`config.mk`:
```
export PLATFORM = sky130hd
export DESIGN_NAME = touch_report_calibrate
export DESIGN_NICKNAME = d
export VERILOG_FILES = /design/src/rtl/trc_pkg.sv /design/src/rtl/trc_axis_lane.sv /design/src/rtl/trc_merge.sv /design/src/rtl/touch_report_calibrate.sv
export SDC_FILE = /design/constraint.sdc
export NUM_CORES = 2
export LEC_CHECK = 0
export BUFFER_PORTS_ARGS = -buffer_cell sky130_fd_sc_hd__buf_4
export CORE_UTILIZATION = 55
export CTS_CLUSTER_SIZE = 14
export DETAILED_ROUTE_END_ITERATION = 10
export PLACE_DENSITY = 0.71
export REMOVE_ABC_BUFFERS = 1
export SLEW_MARGIN = 30
export SYNTH_ARGS = -nofsm -noshare
export SYNTH_HDL_FRONTEND = slang
export SYNTH_HIERARCHICAL = 1
export SYNTH_SLANG_ARGS = --single-unit
```
`constraint.sdc`:
```
create_clock -name clk -period 7.17 [get_ports clk]
set_clock_uncertainty 0.05 [all_clocks]
set_input_delay 0 -clock clk [delete_from_list [all_inputs] [get_ports clk]]
set_output_delay 0 -clock clk [all_outputs]
set_load 0.02 [all_outputs]
```
`src/rtl/trc_pkg.sv`:
```
// ----------------------------------------------------------------------------
// trc_pkg
// Shared types, constants and helpers for the touch report calibration block.
// ----------------------------------------------------------------------------
`default_nettype none

package trc_pkg;

    // field widths
    localparam int RAW_W     = 12;
    localparam int BYTE_W    = 8;
    localparam int COUNT_W   = 4;
    localparam int CFG_IDX_W = 3;

    // divider bits resolved per pipeline stage
    localparam int DIV_BITS_PER_STAGE = 2;

    // default screen geometry
    localparam int DEF_SCREEN_WIDTH  = 480;
    localparam int DEF_SCREEN_HEIGHT = 320;

    // configuration register indexes
    typedef enum logic [CFG_IDX_W-1:0] {
        CFG_CAL_X_MIN = 3'd0,
        CFG_CAL_X_MAX = 3'd1,
        CFG_CAL_Y_MIN = 3'd2,
        CFG_CAL_Y_MAX = 3'd3,
        CFG_INVERT_X  = 3'd4,
        CFG_INVERT_Y  = 3'd5,
        CFG_SWAP_XY   = 3'd6
    } cfg_index_t;

    // orientation controls applied in the merge stage
    typedef struct packed {
        logic invert_x;
        logic invert_y;
        logic swap_xy;
    } orient_t;

    // per-transaction sideband carried next to the lanes
    typedef struct packed {
        logic              pressed;
        logic [BYTE_W-1:0] pressure;
    } side_t;

    // number of divider stages needed for the larger screen axis
    function automatic int div_stages(input int width, input int height);
        int size_max;
        int num_w;
        size_max = (width > height) ? width : height;
        num_w    = RAW_W + $clog2(size_max + 1);
        return (num_w + DIV_BITS_PER_STAGE - 1) / DIV_BITS_PER_STAGE;
    endfunction

endpackage

`default_nettype wire

```
`src/rtl/trc_axis_lane.sv`:
```
// ----------------------------------------------------------------------------
// trc_axis_lane
// One axis of the mapping: scales the offset from the calibration minimum by
// the screen size, then divides by the calibration span in a pipelined
// restoring divider working on magnitudes.
// ----------------------------------------------------------------------------
`default_nettype none

module trc_axis_lane
    import trc_pkg::*;
#(
    parameter int SIZE       = DEF_SCREEN_WIDTH,
    parameter int DIV_STAGES = div_stages(DEF_SCREEN_WIDTH, DEF_SCREEN_HEIGHT),
    localparam int Q_W       = DIV_STAGES * DIV_BITS_PER_STAGE
)
(
    input  wire logic                  clk,
    input  wire logic [RAW_W-1:0]      raw,
    input  wire logic [RAW_W-1:0]      lo,
    input  wire logic [RAW_W-1:0]      hi,
    input  wire logic [DIV_STAGES:0]   load,
    output logic      [Q_W-1:0]        quot,
    output logic                       force_zero
);

    logic [RAW_W:0]   diff;
    logic [RAW_W:0]   span;
    logic [RAW_W-1:0] diff_mag;
    logic [RAW_W-1:0] span_mag;
    logic [Q_W-1:0]   prod;
    logic             fz;

    logic [Q_W-1:0]   work_reg [DIV_STAGES+1];
    logic [RAW_W-1:0] rem_reg  [DIV_STAGES+1];
    logic [RAW_W-1:0] den_reg  [DIV_STAGES+1];
    logic             fz_reg   [DIV_STAGES+1];

    // signed offset and span, reduced to magnitudes and a result sign
    always_comb
    begin
        diff     = {1'b0, raw} - {1'b0, lo};
        span     = {1'b0, hi} - {1'b0, lo};
        diff_mag = diff[RAW_W] ? RAW_W'(~diff + 1'b1) : diff[RAW_W-1:0];
        span_mag = span[RAW_W] ? RAW_W'(~span + 1'b1) : span[RAW_W-1:0];
        prod     = Q_W'(diff_mag) * Q_W'(SIZE);
        // negative quotient clamps to zero, zero span maps to zero
        fz       = (diff[RAW_W] ^ span[RAW_W]) || (span == '0);
    end

    // scale stage
    always_ff @(posedge clk)
    begin
        if (load[0])
        begin
            work_reg[0] <= prod;
            rem_reg[0]  <= '0;
            den_reg[0]  <= span_mag;
            fz_reg[0]   <= fz;
        end
    end

    // divider stages, DIV_BITS_PER_STAGE (two) quotient bits each
    for (genvar k = 1; k <= DIV_STAGES; k++)
    begin : g_div
        logic [RAW_W-1:0] rem_c;
        logic [Q_W-1:0]   work_c;
        logic [RAW_W:0]   trial;

        always_comb
        begin
            rem_c  = rem_reg[k-1];
            work_c = work_reg[k-1];
            trial  = '0;
            for (int b = 0; b < DIV_BITS_PER_STAGE; b++)
            begin
                trial = {rem_c, work_c[Q_W-1]};
                if (trial >= {1'b0, den_reg[k-1]})
                begin
                    trial  = trial - {1'b0, den_reg[k-1]};
                    work_c = {work_c[Q_W-2:0], 1'b1};
                end
                else
                begin
                    work_c = {work_c[Q_W-2:0], 1'b0};
                end
                rem_c = trial[RAW_W-1:0];
            end
        end

        always_ff @(posedge clk)
        begin
            if (load[k])
            begin
                work_reg[k] <= work_c;
                rem_reg[k]  <= rem_c;
                den_reg[k]  <= den_reg[k-1];
                fz_reg[k]   <= fz_reg[k-1];
            end
        end
    end

    assign quot       = work_reg[DIV_STAGES];
    assign force_zero = fz_reg[DIV_STAGES];

endmodule

`default_nettype wire

```
`src/rtl/trc_merge.sv`:
```
// ----------------------------------------------------------------------------
// trc_merge
// Combines the two axis lanes: clamps each quotient to the screen, applies
// mirroring and axis swap, zeroes a released point and registers the result.
// ----------------------------------------------------------------------------
`default_nettype none

module trc_merge
    import trc_pkg::*;
#(
    parameter int SCREEN_WIDTH  = DEF_SCREEN_WIDTH,
    parameter int SCREEN_HEIGHT = DEF_SCREEN_HEIGHT,
    parameter int Q_W           = 24
)
(
    input  wire logic              clk,
    input  wire logic              load,
    input  wire logic [Q_W-1:0]    quot_x,
    input  wire logic              fz_x,
    input  wire logic [Q_W-1:0]    quot_y,
    input  wire logic              fz_y,
    input  wire side_t             side,
    input  wire orient_t           orient,
    output logic                   pressed,
    output logic [RAW_W-1:0]       screen_x,
    output logic [RAW_W-1:0]       screen_y,
    output logic [BYTE_W-1:0]      pressure
);

    localparam logic [RAW_W-1:0] W_LAST = RAW_W'(SCREEN_WIDTH - 1);
    localparam logic [RAW_W-1:0] H_LAST = RAW_W'(SCREEN_HEIGHT - 1);

    logic [RAW_W-1:0]  map_x;
    logic [RAW_W-1:0]  map_y;
    logic [RAW_W-1:0]  inv_x;
    logic [RAW_W-1:0]  inv_y;
    logic [RAW_W-1:0]  x_next;
    logic [RAW_W-1:0]  y_next;
    logic [BYTE_W-1:0] pres_next;

    logic              pressed_reg;
    logic [RAW_W-1:0]  x_reg;
    logic [RAW_W-1:0]  y_reg;
    logic [BYTE_W-1:0] pres_reg;

    // clamp to the screen
    always_comb
    begin
        if (fz_x)
            map_x = '0;
        else if (quot_x >= Q_W'(SCREEN_WIDTH))
            map_x = W_LAST;
        else
            map_x = quot_x[RAW_W-1:0];

        if (fz_y)
            map_y = '0;
        else if (quot_y >= Q_W'(SCREEN_HEIGHT))
            map_y = H_LAST;
        else
            map_y = quot_y[RAW_W-1:0];
    end

    // mirror, swap and release gating
    always_comb
    begin
        inv_x = orient.invert_x ? (W_LAST - map_x) : map_x;
        inv_y = orient.invert_y ? (H_LAST - map_y) : map_y;
        if (!side.pressed)
        begin
            x_next = '0;
            y_next = '0;
        end
        else if (orient.swap_xy)
        begin
            x_next = inv_y;
            y_next = inv_x;
        end
        else
        begin
            x_next = inv_x;
            y_next = inv_y;
        end
        pres_next = side.pressed ? side.pressure : '0;
    end

    // output register
    always_ff @(posedge clk)
    begin
        if (load)
        begin
            pressed_reg <= side.pressed;
            x_reg       <= x_next;
            y_reg       <= y_next;
            pres_reg    <= pres_next;
        end
    end

    assign pressed  = pressed_reg;
    assign screen_x = x_reg;
    assign screen_y = y_reg;
    assign pressure = pres_reg;

endmodule

`default_nettype wire

```
`src/rtl/touch_report_calibrate.sv`:
```
// ----------------------------------------------------------------------------
// touch_report_calibrate
// Decodes a six-byte touch report and maps its point onto screen
// coordinates through per-axis calibration, mirroring and swap.
// ----------------------------------------------------------------------------
//
//  channel | handshake          | payload
//  --------+--------------------+---------------------------------------------
//  in      | in_valid/in_stall  | read_ok, status_byte, x_high..pressure_byte
//  out     | out_valid/out_stall| pressed, screen_x, screen_y, pressure
//  cfg     | cfg_we             | cfg_index, cfg_data
//
//  One transaction per cycle sustained while out_stall is low; each passes
//  the scale stage, the divider stages of both axis lanes and the merge register.
//  Each stage advances on its own, so bubbles close up under out_stall and
//  input is taken until every stage holds a transaction.
//  rst_n clears valid flags and loads the calibration defaults.
// ----------------------------------------------------------------------------
`default_nettype none

module touch_report_calibrate
    import trc_pkg::*;
#(
    parameter int SCREEN_WIDTH  = DEF_SCREEN_WIDTH,
    parameter int SCREEN_HEIGHT = DEF_SCREEN_HEIGHT
)
(
    input  wire logic                 clk,
    input  wire logic                 rst_n,
    // configuration
    input  wire logic                 cfg_we,
    input  wire logic [CFG_IDX_W-1:0] cfg_index,
    input  wire logic [RAW_W-1:0]     cfg_data,
    // report input
    input  wire logic                 in_valid,
    output logic                      in_stall,
    input  wire logic                 read_ok,
    input  wire logic [BYTE_W-1:0]    status_byte,
    input  wire logic [BYTE_W-1:0]    x_high,
    input  wire logic [BYTE_W-1:0]    x_low,
    input  wire logic [BYTE_W-1:0]    y_high,
    input  wire logic [BYTE_W-1:0]    y_low,
    input  wire logic [BYTE_W-1:0]    pressure_byte,
    // point output
    output logic                      out_valid,
    input  wire logic                 out_stall,
    output logic                      pressed,
    output logic [RAW_W-1:0]          screen_x,
    output logic [RAW_W-1:0]          screen_y,
    output logic [BYTE_W-1:0]         pressure
);

    localparam int DIV_STAGES  = div_stages(SCREEN_WIDTH, SCREEN_HEIGHT);
    localparam int LANE_STAGES = DIV_STAGES + 1;
    localparam int Q_W         = DIV_STAGES * DIV_BITS_PER_STAGE;
    localparam int SIZE_MAX    = (SCREEN_WIDTH > SCREEN_HEIGHT) ? SCREEN_WIDTH
                                                                : SCREEN_HEIGHT;

    // configuration registers
    logic [RAW_W-1:0] cal_x_min_reg;
    logic [RAW_W-1:0] cal_x_max_reg;
    logic [RAW_W-1:0] cal_y_min_reg;
    logic [RAW_W-1:0] cal_y_max_reg;
    orient_t          orient_reg;

    // pipeline control
    logic [LANE_STAGES-1:0] valid_reg;
    logic                   out_valid_reg;
    logic [LANE_STAGES:0]   load;
    side_t                  side_in;
    side_t                  side_reg [LANE_STAGES];

    logic [RAW_W-1:0] raw_x;
    logic [RAW_W-1:0] raw_y;
    logic [Q_W-1:0]   quot_x;
    logic [Q_W-1:0]   quot_y;
    logic             fz_x;
    logic             fz_y;

    // configuration write decode
    always_ff @(posedge clk or negedge rst_n)
    begin
        if (!rst_n)
        begin
            cal_x_min_reg <= '0;
            cal_x_max_reg <= '1;
            cal_y_min_reg <= '0;
            cal_y_max_reg <= '1;
            orient_reg    <= '0;
        end
        else if (cfg_we)
        begin
            unique case (cfg_index_t'(cfg_index))
                CFG_CAL_X_MIN: cal_x_min_reg       <= cfg_data;
                CFG_CAL_X_MAX: cal_x_max_reg       <= cfg_data;
                CFG_CAL_Y_MIN: cal_y_min_reg       <= cfg_data;
                CFG_CAL_Y_MAX: cal_y_max_reg       <= cfg_data;
                CFG_INVERT_X:  orient_reg.invert_x <= cfg_data[0];
                CFG_INVERT_Y:  orient_reg.invert_y <= cfg_data[0];
                CFG_SWAP_XY:   orient_reg.swap_xy  <= cfg_data[0];
                default:       ;
            endcase
        end
    end

    // report field extraction
    assign raw_x            = {x_high[RAW_W-BYTE_W-1:0], x_low};
    assign raw_y            = {y_high[RAW_W-BYTE_W-1:0], y_low};
    assign side_in.pressed  = read_ok && (status_byte[COUNT_W-1:0] != '0);
    assign side_in.pressure = pressure_byte;

    // per-stage advance: a stage loads when empty or when the next one loads
    assign load[LANE_STAGES] = !out_valid_reg || !out_stall;
    for (genvar k = 0; k < LANE_STAGES; k++)
    begin : g_load
        assign load[k] = !valid_reg[k] || load[k+1];
    end
    assign in_stall = !load[0];

    // valid flags
    always_ff @(posedge clk or negedge rst_n)
    begin
        if (!rst_n)
        begin
            valid_reg     <= '0;
            out_valid_reg <= 1'b0;
        end
        else
        begin
            if (load[0])
                valid_reg[0] <= in_valid;
            for (int k = 1; k < LANE_STAGES; k++)
            begin
                if (load[k])
                    valid_reg[k] <= valid_reg[k-1];
            end
            if (load[LANE_STAGES])
                out_valid_reg <= valid_reg[LANE_STAGES-1];
        end
    end

    // sideband pipeline alongside the lanes
    always_ff @(posedge clk)
    begin
        if (load[0])
            side_reg[0] <= side_in;
        for (int k = 1; k < LANE_STAGES; k++)
        begin
            if (load[k])
                side_reg[k] <= side_reg[k-1];
        end
    end

    // axis lanes
    trc_axis_lane #(
        .SIZE       (SCREEN_WIDTH),
        .DIV_STAGES (DIV_STAGES)
    ) u_lane_x (
        .clk        (clk),
        .raw        (raw_x),
        .lo         (cal_x_min_reg),
        .hi         (cal_x_max_reg),
        .load       (load[LANE_STAGES-1:0]),
        .quot       (quot_x),
        .force_zero (fz_x)
    );

    trc_axis_lane #(
        .SIZE       (SCREEN_HEIGHT),
        .DIV_STAGES (DIV_STAGES)
    ) u_lane_y (
        .clk        (clk),
        .raw        (raw_y),
        .lo         (cal_y_min_reg),
        .hi         (cal_y_max_reg),
        .load       (load[LANE_STAGES-1:0]),
        .quot       (quot_y),
        .force_zero (fz_y)
    );

    // merge and output register
    trc_merge #(
        .SCREEN_WIDTH  (SCREEN_WIDTH),
        .SCREEN_HEIGHT (SCREEN_HEIGHT),
        .Q_W           (Q_W)
    ) u_merge (
        .clk      (clk),
        .load     (load[LANE_STAGES]),
        .quot_x   (quot_x),
        .fz_x     (fz_x),
        .quot_y   (quot_y),
        .fz_y     (fz_y),
        .side     (side_reg[LANE_STAGES-1]),
        .orient   (orient_reg),
        .pressed  (pressed),
        .screen_x (screen_x),
        .screen_y (screen_y),
        .pressure (pressure)
    );

    assign out_valid = out_valid_reg;

    // input is held off only when every stage is occupied and the output waits
    a_stall_only_when_full: assert property (@(posedge clk) disable iff (!rst_n)
        in_stall |-> (&valid_reg) && out_valid_reg && out_stall)
        else $error("input stalled with a free pipeline stage");

    // a released point carries no coordinates or pressure
    a_release_zero: assert property (@(posedge clk) disable iff (!rst_n)
        out_valid && !pressed |-> screen_x == '0 && screen_y == '0 && pressure == '0)
        else $error("released point with nonzero payload");

    // pressed screen_x stays below the larger screen dimension
    a_on_screen: assert property (@(posedge clk) disable iff (!rst_n)
        out_valid && pressed |-> {1'b0, screen_x} < (RAW_W+1)'(SIZE_MAX))
        else $error("screen_x beyond screen");

endmodule

`default_nettype wire
```
Word-level counts from Yosys, hierarchy flattened
Memories as Yosys holds them, arrays and structs flattened.
Cells that the tools add are included.

word-level totals
  register bits = 97
  RAM bits = 1236
  bits of input ports = 69
  output and inout port bits = 35
  memories = 9

cells by class
  add/sub/neg operators = 54
  $mul = 2
  magnitude comparators = 46
  eq/ne operators = 6
  multiplexer cells = 124
  bitwise logic cells = 6
  reductions and logical operators = 42

memories
  memory             words  bits a word  rd ports  clocked after Yosys merged registers in  write ports  RTL line             source
  u_lane_x.work_reg  12     22           12        0                                        12           trc_axis_lane.sv:33  logic [Q_W-1:0] work_reg [DIV_STAGES+1];
  u_lane_y.work_reg  12     22           12        0                                        12           trc_axis_lane.sv:33
  u_lane_x.den_reg   12     12           11        0                                        12           trc_axis_lane.sv:35  logic [RAW_W-1:0] den_reg [DIV_STAGES+1];
  u_lane_x.rem_reg   12     12           11        0                                        12           trc_axis_lane.sv:34  logic [RAW_W-1:0] rem_reg [DIV_STAGES+1];
  u_lane_y.den_reg   12     12           11        0                                        12           trc_axis_lane.sv:35
  u_lane_y.rem_reg   12     12           11        0                                        12           trc_axis_lane.sv:34
  3 more memories    -      -            -         -                                        -            -

operators by type and width
  operator               count
  $mux 12                56
  $ge 13x12->1           44
  $sub 12x12->12         44
  $mux 1                 68
  $sub 12x12->13         4
  $add 12x1->12 const B  4
  $not 12->12            4
  $ge 22x9->1 const B    2
  $logic_not 13->1       2
  $sub 9x12->12 const A  2
  $mul 12x4->16 const B  1
  $logic_not 1->1        15
  $logic_or 1x1->1       15
  $mul 12x3->15 const B  1
  $reduce_and 2->1       7
  $eq 3x3->1 const B     3
  $eq 3x2->1 const B     2
  $reduce_bool 4->1      1
  $eq 3x1->1 const B     1
  $logic_not 3->1        1
  $xor 1x1->1            2
  $logic_and 1x1->1      1

Logic depth before layout (Yosys ltp)
  word-level depth = 16
  mapped depth = 25
  mapped depth without buffers = 24

Modules after synthesis
Netlist, hierarchy kept.

by module, submodules not included
  module                    times used  cells an instance  area an instance (µm²)
  trc_axis_lane (u_lane_x)  1           2734               30684.4
  trc_axis_lane (u_lane_y)  1           2552               29146.7
  touch_report_calibrate    1           274                5788.1
  trc_merge                 1           190                2000.7

Least setup slack after synthesis
Ideal clock, no wire load.

  path kind = reg-to-reg
  start point = reg out_valid_reg (netlist: out_valid)
  end point = mem side_reg[0][10] (netlist name) (enable)
  library setup time = 1.298 ns
  arrival time = 4.564 ns
  required time = 5.822 ns
  path slack = 1.258 ns
  cell stages (with the launch flop) = 6
  clock period less this slack = 5.912 ns
  cells stage by stage = dfrtp_1 > and3_1 > inv_1 > nor3_4 > buf_2 > nand4_1

RTL lines
  element                   RTL line                       source
  start: declaration        touch_report_calibrate.sv:68   logic out_valid_reg;
  start signal: assignment  touch_report_calibrate.sv:138  out_valid_reg <= valid_reg[LANE_STAGES-1];
  end: declaration          touch_report_calibrate.sv:71   side_t side_reg [LANE_STAGES];

==> impl_metrics.toml <==
[run_status]
status = "finished clean"

[setup_path]
timing.rr.start = "u_lane_x/den_reg[6][1]$_DFFE_PP_"
start_kind = "flip-flop"
worst_ep_arrival_time_ns = 6.53
worst_r2r_endpoint = "u_lane_x/rem_reg[7][2]$_DFFE_PP_"
crit_required_ns = 7.56
cp_max_fo = 13
path_class = "flip-flop to flip-flop"
worstRegToRegCells = 21
cp-endpoint = "u_lane_x/rem_reg[7][2]$_DFFE_PP_"
r2r_slack_ns = 1.03
crit_start = "u_lane_x/den_reg[6][1]$_DFFE_PP_"
critPathCaptureType = "flip-flop"

[drt]
num_vias = 43200
via_per_inst = 5.60
drc_errors = 0
drtPass1Iterations = 7
first_iter_violations = 2201
wl_um = 129000
ant_nets = 0
wire_per_inst_um = 16.7

[timing]
max_freq_mhz = 163
rsz0062_at_grt = "no"
fin_tns_setup_ns = 0
period_needed_ns = 6.14
tightest_slew_ns = 0.866
slew_viol_final = 0
setup_viol = 0
hold_viol_final = 0
max_slew_margin_pct = 41.9
period_share_pct = 85.6

[finish]
ff_latch_area_um2 = 34200
fin_util_pct = 61.7
multi_input_area_um2 = 31100
nFillCells = 9419
largest_reg_flops = 212
drive_above_1_share_pct = 12.9
area_growth_pct = 11.2
final_nets = 6702
diodes = 0

[clock_network]
cts_buffers = 115
clock_path_buffers = 3
holdBufCountCts = 53
post-cts-setup-buffers = 0
cts_max_level = 3
cts.sinks = 1148
cts_tree = "yes"
clk_latency_ns = 0.71
cts_root_buf = "clkbuf_16"
cts-resized-gates = 0
cts.clk_slew.worst_paths_ns = 0.06

[logic_synthesis]
ys_ff_latch = 1148
synthMuxAreaShare_pct = 6.89
synth_ff_type = "edfxtp_1"
synth_compound_area_share_pct = 11.3
syn_area_per_cell_um2 = 11.8
synth-simple-area-share_pct = 9.30
synthXorXnorAreaFrac_pct = 5.58
synth-edff-count = 1084
synth_top_family_by_area = "adder cells"
synth-warning-count = 6
synth_fa_ha_area_share_pct = 12.7
async_flop_share_pct = 5.57
syn-cell-area_um2 = 67600
synthCells = 5750
yosysUniqueCellTypes = 105
seq_area_frac_synth_pct = 50.6

[grt]
grt_pass1_wl_um = 212000
grt_pass1_vias = 43600
antenna_found_initial = 1
grtUsageTotal_pct = 20.6
grt_max_degree = 93
gr-total-overflow = 0

[die]
io_pins = 104
die-area_um2 = 124000
die_h_um = 353
die_w_um = 353
core_um2 = 122000
rows = 128
initial_core_util_pct = 55.5

[place]
port_buffers = 91
gp_congestion = 0.906
hpwl_um = 96800

[hold_path]
hold_class = "primary input to flip-flop"

[job]
drv_cap = 0
## kinds of logic (layout without fill, tap and decap cells)
| family | count (synthesis) | in the layout |
|---|---|---|
| xor+xnor | 428 | 428 |
| compound gates | 1187 | 1187 |
| fa+ha+maj | 654 | 654 |
| flops | 1148 | 1148 |
| mux | 421 | 421 |
| simple gates | 1260 | 1260 |
| buf+inv | 652 | 984 |
## routing by layer
| layer | global-route usage, % | vias to the layer above | wire (µm) |
|---|---|---|---|
| met3 | 2.61 | 238 | 4210 |
| met5 | 0 | - | 13 |
| li1 | - | 21600 | - |
| met2 | 36.8 | 742 | 64100 |
| met4 | 6.70 | 2 | 3830 |
| met1 | 25.6 | 20600 | 56500 |
## stage by stage
step / setup WS (ns) / instance area, µm² / instances / hold WS (ns)
global route: 0.547 / 75200 / 7707 / 0.0318
finish: 1.03 / 75200 / 7707 / 0.0594
CTS: 1.07 / 75100 / 7705 / 0.0000216
global placement: 1.21 / 70500 / 7431 / 0.0900
floorplan: 0.0661 / 67300 / 5673 / -0.346
detailed placement: 1.11 / 70500 / 7434 / 0.106
## cell usage in the layout, fill, tap and decap left out, types with 19 or more instances in the layout
cell type         n
o21a_1           79
a211oi_1         26
o31ai_1          32
or2_2            25
nand3_1          74
clkbuf_1         19
a21oi_1         345
clkbuf_16       117
fa_1             56
nor4_1           25
a31oi_1          39
ha_1            596
mux2_2          339
dlygate4sd3_1    52
and2_1           47
o21bai_1         51
nand2_1         281
nor3_1          109
buf_4           129
nand2b_1         58
nand4_1          73
xnor2_1         302
o21ai_0         251
nor2b_1          92
xor2_1          123
dfstp_2          24
inv_1           572
clkinv_2         26
mux2i_1          71
edfxtp_1       1084
or3_1            22
a21o_1          128
a21boi_0         37
dfrtp_1          40
nor2_1          346
o21ai_1          21
and3_1           31
## cell usage after synthesis (28+ instances only)
cell         n  area share (%)
xor2_1     123             1.6
edfxtp_1  1084              48
fa_1        56             1.7
inv_1      575             3.2
nor3_1     110            0.81
nor2_1     346             1.9
xnor2_1    302             3.9
dfrtp_1     40             1.5
a21oi_1    345             2.6
o21bai_1    51            0.57
o21ai_0    252             1.9
nand3_1     78            0.58
a21boi_0    37            0.41
a31oi_1     39            0.36
a21o_1     128             1.4
clkbuf_1    52            0.29
nor2b_1     92            0.85
mux2i_1     71             1.1
mux2_2     339             5.6
nand4_1     73            0.68
a211oi_1    28            0.31
nand2b_1    58            0.54
o31ai_1     35            0.39
nand2_1    285             1.6
and3_1      31            0.29
o21a_1      79            0.88
ha_1       596              11
and2_1      47            0.43
## area by class of cell
class | count | area share [%]
clock inverter | 73 | 1.23
inverter | 575 | 2.87
clock buffer | 145 | 4.15
sequential | 1148 | 45.5
multi-input combinational | 3950 | 41.4
tap | 1625 | 2.70
timing repair buffer | 191 | 2.17
## critical path, stage by stage (launching register included)
cell and delay, ns:
edfxtp_1 0.46, inv_1 0.17, ha_1 0.26, nor2b_1 0.14, o21a_1 0.18, o21ai_1 0.23
a31oi_1 0.17, o31a_1 0.32, o31ai_2 0.58, nor2_1 0.08, a21oi_1 0.29, inv_1 0.09
ha_1 0.31, nor2b_1 0.14, o21ai_1 0.14, a21oi_1 0.11, o21ai_1 0.17, a21oi_1 0.15
a221oi_1 0.41, o21ai_0 0.19, or4_1 0.84, mux2_2 0.39
## how the worst min path moves through the flow
stage	endpoint	slack (ns)	start	cells past startpoint
6_report	cal_x_max_reg[6]$_DFFE_PN1P_	0.06	cfg_data[6]	3
5_1_grt	cal_y_max_reg[6]$_DFFE_PN1P_	0.03	cfg_data[6]	3
4_1_cts	cal_y_max_reg[4]$_DFFE_PN1P_	0.00002	cfg_data[4]	3
3_5_place_dp	cal_x_min_reg[8]$_DFFE_PN0P_	0.11	rst_n	1
3_3_place_gp	cal_x_min_reg[9]$_DFFE_PN0P_	0.09	rst_n	1
2_1_floorplan	cal_x_min_reg[0]$_DFFE_PN0P_	-0.35	rst_n	0
Power is left out: the tool's default activity adds up to more than one toggle a clock period on the data nets, which glitch-free logic cannot reach.
